[src/sv/ogru_pkg.sv]
package ogru_pkg;

  localparam int CFG_W     = 24;
  localparam int CFG_IDX_W = 3;
  localparam int COORD_W   = 24;
  localparam int DW        = COORD_W + 2;
  localparam int OPND_W    = 35;
  localparam int PROD_W    = 60;
  localparam int CONV_W    = 62;
  localparam int FRAC_BITS = 39;
  localparam int CRD_W     = 20;
  localparam int ANG_W     = 18;

  localparam logic [7:0]  FREE_STEP = 8'd10;
  localparam logic [7:0]  HIT_STEP  = 8'd50;
  localparam logic [7:0]  CELL_MAX  = 8'd255;
  localparam logic [14:0] OCC_RECIP = 15'd16449;
  localparam logic signed [CRD_W-1:0] CORDIC_GAIN = 20'sd19899;

  localparam logic [CFG_IDX_W-1:0] REG_RANGE_MIN = 3'd0;
  localparam logic [CFG_IDX_W-1:0] REG_RANGE_MAX = 3'd1;
  localparam logic [CFG_IDX_W-1:0] REG_ANG_FIRST = 3'd2;
  localparam logic [CFG_IDX_W-1:0] REG_ANG_STEP  = 3'd3;
  localparam logic [CFG_IDX_W-1:0] REG_POSE_X    = 3'd4;
  localparam logic [CFG_IDX_W-1:0] REG_POSE_Y    = 3'd5;
  localparam logic [CFG_IDX_W-1:0] REG_HEADING   = 3'd6;
  localparam logic [CFG_IDX_W-1:0] REG_INV_CELL  = 3'd7;

  localparam logic MODE_BEAM = 1'b0;
  localparam logic MODE_READ = 1'b1;

  typedef struct packed {
    logic        mode;
    logic [15:0] range_mm;
    logic [11:0] beam_index;
    logic [8:0]  cell_x;
    logic [8:0]  cell_y;
  } in_t;

  typedef struct packed {
    logic [7:0]        cell_value;
    logic signed [7:0] occupancy;
    logic              beam_rejected;
    logic              hit_inside;
  } res_t;

  function automatic logic signed [ANG_W-1:0] atan_lut(input logic [3:0] i);
    case (i)
      4'd0:    atan_lut = 18'sd8192;
      4'd1:    atan_lut = 18'sd4836;
      4'd2:    atan_lut = 18'sd2555;
      4'd3:    atan_lut = 18'sd1297;
      4'd4:    atan_lut = 18'sd651;
      4'd5:    atan_lut = 18'sd326;
      4'd6:    atan_lut = 18'sd163;
      4'd7:    atan_lut = 18'sd81;
      4'd8:    atan_lut = 18'sd41;
      4'd9:    atan_lut = 18'sd20;
      4'd10:   atan_lut = 18'sd10;
      4'd11:   atan_lut = 18'sd5;
      4'd12:   atan_lut = 18'sd3;
      4'd13:   atan_lut = 18'sd1;
      4'd14:   atan_lut = 18'sd1;
      default: atan_lut = 18'sd0;
    endcase
  endfunction

endpackage

[src/sv/ogru_cordic.sv]
module ogru_cordic import ogru_pkg::*; (
  input  logic               clk_i,
  input  logic               rst_ni,
  input  logic               start_i,
  input  logic [15:0]        ang_i,
  output logic               done_o,
  output logic signed [15:0] cos_o,
  output logic signed [15:0] sin_o
);

  logic                    busy_q, done_q, flip_q;
  logic [3:0]              it_q;
  logic signed [CRD_W-1:0] x_q, y_q;
  logic signed [ANG_W-1:0] z_q, z0;
  logic signed [CRD_W-1:0] shx, shy;
  logic signed [CRD_W:0]   fx, fy;

  always_comb begin
    z0 = ANG_W'($signed(ang_i));
    shx = x_q >>> it_q;
    shy = y_q >>> it_q;
    fx = flip_q ? -(CRD_W+1)'(x_q) : (CRD_W+1)'(x_q);
    fy = flip_q ? -(CRD_W+1)'(y_q) : (CRD_W+1)'(y_q);
    if (fx > 21'sd32767) begin
      cos_o = 16'sd32767;
    end else if (fx < -21'sd32767) begin
      cos_o = -16'sd32767;
    end else begin
      cos_o = fx[15:0];
    end
    if (fy > 21'sd32767) begin
      sin_o = 16'sd32767;
    end else if (fy < -21'sd32767) begin
      sin_o = -16'sd32767;
    end else begin
      sin_o = fy[15:0];
    end
  end

  always_ff @(posedge clk_i or negedge rst_ni) begin
    if (!rst_ni) begin
      busy_q <= 1'b0;
      done_q <= 1'b0;
      it_q   <= '0;
    end else begin
      done_q <= 1'b0;
      if (start_i) begin
        busy_q <= 1'b1;
        it_q   <= '0;
        x_q    <= CORDIC_GAIN;
        y_q    <= '0;
        // Fold the angle into the right half plane; the sign flip undoes it.
        if (z0 > 18'sd16384) begin
          z_q    <= z0 - 18'sd32768;
          flip_q <= 1'b1;
        end else if (z0 < -18'sd16384) begin
          z_q    <= z0 + 18'sd32768;
          flip_q <= 1'b1;
        end else begin
          z_q    <= z0;
          flip_q <= 1'b0;
        end
      end else if (busy_q) begin
        if (z_q >= 0) begin
          x_q <= x_q - shy;
          y_q <= y_q + shx;
          z_q <= z_q - atan_lut(it_q);
        end else begin
          x_q <= x_q + shy;
          y_q <= y_q - shx;
          z_q <= z_q + atan_lut(it_q);
        end
        it_q <= it_q + 4'd1;
        if (it_q == 4'd15) begin
          busy_q <= 1'b0;
          done_q <= 1'b1;
        end
      end
    end
  end

  assign done_o = done_q;

endmodule

[config.mk]
export PLATFORM = sky130hd
export DESIGN_NAME = ogru_cordic
export DESIGN_NICKNAME = d
export VERILOG_FILES = /design/src/sv/ogru_pkg.sv /design/src/sv/ogru_cordic.sv
export SDC_FILE = /design/constraint.sdc
export NUM_CORES = 1
export LEC_CHECK = 0
export BUFFER_PORTS_ARGS = -buffer_cell sky130_fd_sc_hd__buf_2
export CAP_MARGIN = 5
export CORE_UTILIZATION = 45
export DETAILED_ROUTE_END_ITERATION = 7
export REMOVE_ABC_BUFFERS = 1
export SETUP_SLACK_MARGIN = 0.2
export SYNTH_ARGS = -nofsm -noshare
export SYNTH_HDL_FRONTEND = slang
export SYNTH_SLANG_ARGS = --single-unit
[constraint.sdc]
create_clock -name clk_i -period 5.05 [get_ports clk_i]
set_clock_uncertainty 0.15 [all_clocks]
set_input_delay 0.505 -clock clk_i [delete_from_list [all_inputs] [get_ports clk_i]]
set_output_delay 0.505 -clock clk_i [all_outputs]
set_load 0.05 [all_outputs]
==> impl_metrics.env <==
export IMPL_status="complete, no violations"
export IMPL_async_reset_ff_share_pct=9.23
export IMPL_crit_type="reg -> reg"
export IMPL_syn_inst=1282
export IMPL_mostFrequentLayoutCells="buf_4 (230), nand2_1 (132), nor2_1 (89)"
export IMPL_viasPerCell=6.04
export IMPL_routed_wl_um=35600
export IMPL_period_share_pct=99.4
export IMPL_worst_setup_path_start_kind="register"
export IMPL_gp_congestion=0.932
export IMPL_drv_cap=0
export IMPL_slew_viol_final=0
export IMPL_arrival_ns=4.97
export IMPL_reg2reg_slack_ns=0.03
export IMPL_drt_initial_drc_count=1003
export IMPL_layout_nets=1594
export IMPL_drive_gt1_share_pct=35.0
export IMPL_io_pins=52
export IMPL_worstMarginPinSlew_ns=0.913
export IMPL_hpwlAfterDp_um=26300
export IMPL_die_area_sq_mm=0.0241
export IMPL_finalNonFillerCells=1819
export IMPL_design_core_area_sq_mm=0.0228
export IMPL_wire_per_inst_um=19.6
export IMPL_synth_edff_count=59
export IMPL_r2r_end="y_q[19]"
export IMPL_synth_area_sq_mm=0.0106
export IMPL_track_usage_pct=29.4
export IMPL_post_route_drc_count=0
export IMPL_avgSynthCellArea_sq_um=8.24
export IMPL_row_count=55
export IMPL_synth_cell_types=86
export IMPL_die_w_um=155
export IMPL_cts_sink_count=65
export IMPL_hold_class="in -> async"
export IMPL_cts_root_buf="clkbuf_16"
export IMPL_cp_max_fo=7
export IMPL_whs_ns=0.226
export IMPL_required_ns=5.00
export IMPL_first_pass_iters=6
export IMPL_port_buffers=51
export IMPL_final_common_cell="buf_4"
export IMPL_clk_pin_slew_ns=0.06
export IMPL_antenna_cells=0
export IMPL_cp_common_cell="or3_4"
export IMPL_cts_tree="done"
export IMPL_setup_violations=0
export IMPL_final_hold_viol_count=0
export IMPL_vias=11000
export IMPL_yosysWarnings=0
export IMPL_antenna_found_initial=0
export IMPL_crit_path_end_kind="register"
export IMPL_grt_max_degree=52
export IMPL_rsz0062_at_grt="true"
export IMPL_grt_ovfl_total=0
export IMPL_crit_chain="buf_8 > buf_6 > mux4_2 > a22o_1 > a21o_1 > nor4b_4 > nand2_1 > buf_4 > or3_4 > nand2_2 > xnor2_1 > ha_2 > or3_4 > o21a_1 > a221oi_2 > o31ai_2 > or2_4 > mux2i_1 > mux2_1"
export IMPL_cts_htree_levels=3
export IMPL_fin_area_sq_mm=0.0138
export IMPL_synth_seq_cells=65
export IMPL_die_y_um=155
export IMPL_clk_latency_ns=0.35
export IMPL_max_stage_delay_ns=0.53
export IMPL_clk_path_buf_depth=2
export IMPL_ff2ff_path_depth=19
export IMPL_start_util_pct=46.2
export IMPL_max_freq_mhz=199
export IMPL_ys_seq_area_share_pct=18.2
export IMPL_cp_slowest_cell="mux4_2"
export IMPL_dp_cells=1761
export IMPL_cts_buffers=9
export IMPL_fin_crit_ns=5.02
export IMPL_syn2layout_area_growth_pct=30.5
export IMPL_postPlaceCellArea_sq_mm=0.0124
export IMPL_relSlewSlack_pct=39.1
export IMPL_ant_nets=0
export IMPL_grt_pass1_wl_um=55400
export IMPL_reg2reg_from="it_q[0]"
export IMPL_grt_pass1_vias=10300
export IMPL_post_route_util_pct=60.3
export IMPL_synth_top_flop_cell="edfxtp_1"
export IMPL_cts_hold_buf=0
Yosys cell counts (17+ instances only):
| library cell | instances | area share, % |
|---|---|---|
| nand2_1 | 136 | 4.8 |
| nor2_1 | 93 | 3.3 |
| inv_1 | 37 | 1.3 |
| a21o_1 | 19 | 1.4 |
| xor2_1 | 50 | 4.1 |
| o31ai_1 | 24 | 1.7 |
| xnor2_1 | 67 | 5.6 |
| mux4_2 | 41 | 8.7 |
| clkbuf_1 | 64 | 2.3 |
| nand3_1 | 34 | 1.6 |
| o21ai_0 | 102 | 4.8 |
| nor3_1 | 29 | 1.4 |
| mux2i_1 | 29 | 2.7 |
| a21oi_1 | 83 | 3.9 |
| edfxtp_1 | 59 | 17 |
| o21a_1 | 17 | 1.2 |
| ha_1 | 71 | 8.4 |
| o211ai_1 | 19 | 1.4 |
| mux2_2 | 31 | 3.3 |
timing repair:
| item | CTS | global route |
|---|---|---|
| endpoints found under the setup margin | 18 | 27 |
| pin swaps | 25 | 57 |
| setup buffers | 15 | 25 |
| gates cloned | 1 | 1 |
| resized for setup | 51 | 115 |
area by class of cell:
type	count	area (sq um)
Fill cell	2022	9060
Multi-Input combinational cell	1080	8690
Timing Repair Buffer	304	2330
Sequential cell	65	1930
Tap cell	313	392
Clock buffer	9	225
Inverter	41	154
Clock inverter	7	61.3
worst max path at each step:
stage,slack (ns),startpoint,to,depth (start not counted)
final,0.03,it_q[0],y_q[19],19
after global routing,-0.16,it_q[0],y_q[19],21
after CTS,0.06,it_q[0],y_q[19],19
after detailed placement,-0.20,it_q[0],y_q[19],17
after global placement,-0.19,it_q[0],y_q[16],17
after floorplan,-1.64,it_q[0],y_q[19],16
layer usage:
| metal | GRT usage (%) | wire length, um | share of wire, % |
|---|---|---|---|
| met1 | 39.1 | 15600 | 44 |
| met2 | 48.8 | 16700 | 47 |
| met3 | 4.46 | 2470 | 6.9 |
| met4 | 9.57 | 885 | 2.5 |
| met5 | 0 | 0 | 0 |
per-stage QoR:
stage / setup TNS (ns) / setup WS, ns
4_1_cts: 0 / 0.0585
2_1_floorplan: -41.12 / -1.64
5_1_grt: -0.463 / -0.158
6_report: 0 / 0.0283
3_3_place_gp: -0.529 / -0.193
3_5_place_dp: -0.715 / -0.204
sequential cells by signal, indices dropped and copies added, names as in the netlist:
| signal | count |
|---|---|
| done_o | 1 |
| x_q | 20 |
| busy_q | 1 |
| flip_q | 1 |
| y_q | 20 |
| z_q | 18 |
| it_q | 4 |
worst max-delay path: cells and delay by family (launching register included):
family	cells	cell delay, ns
and+or+nand+nor	6	1.37
AOI/OAI and AO/OA	5	1.06
muxes	3	1.01
DFF	1	0.49
buffers and inverters	3	0.41
adders and majority gates	1	0.19
xor gates and xnor gates	1	0.08
logic make-up (layout without fill, tap and decap cells):
logic type	count (synthesis)	count (layout)	synth area share, %
AOI/OAI and AO/OA	371	371	22.8
xor gates and xnor gates	117	117	9.70
adders and majority gates	74	74	8.98
buffers and inverters	137	361	5.59
DFF	65	65	18.2
muxes	107	107	15.8
and+or+nand+nor	411	411	18.9
Power is left out: the tool's default activity adds up to more than one toggle a clock period on the data nets, which glitch-free logic cannot reach.
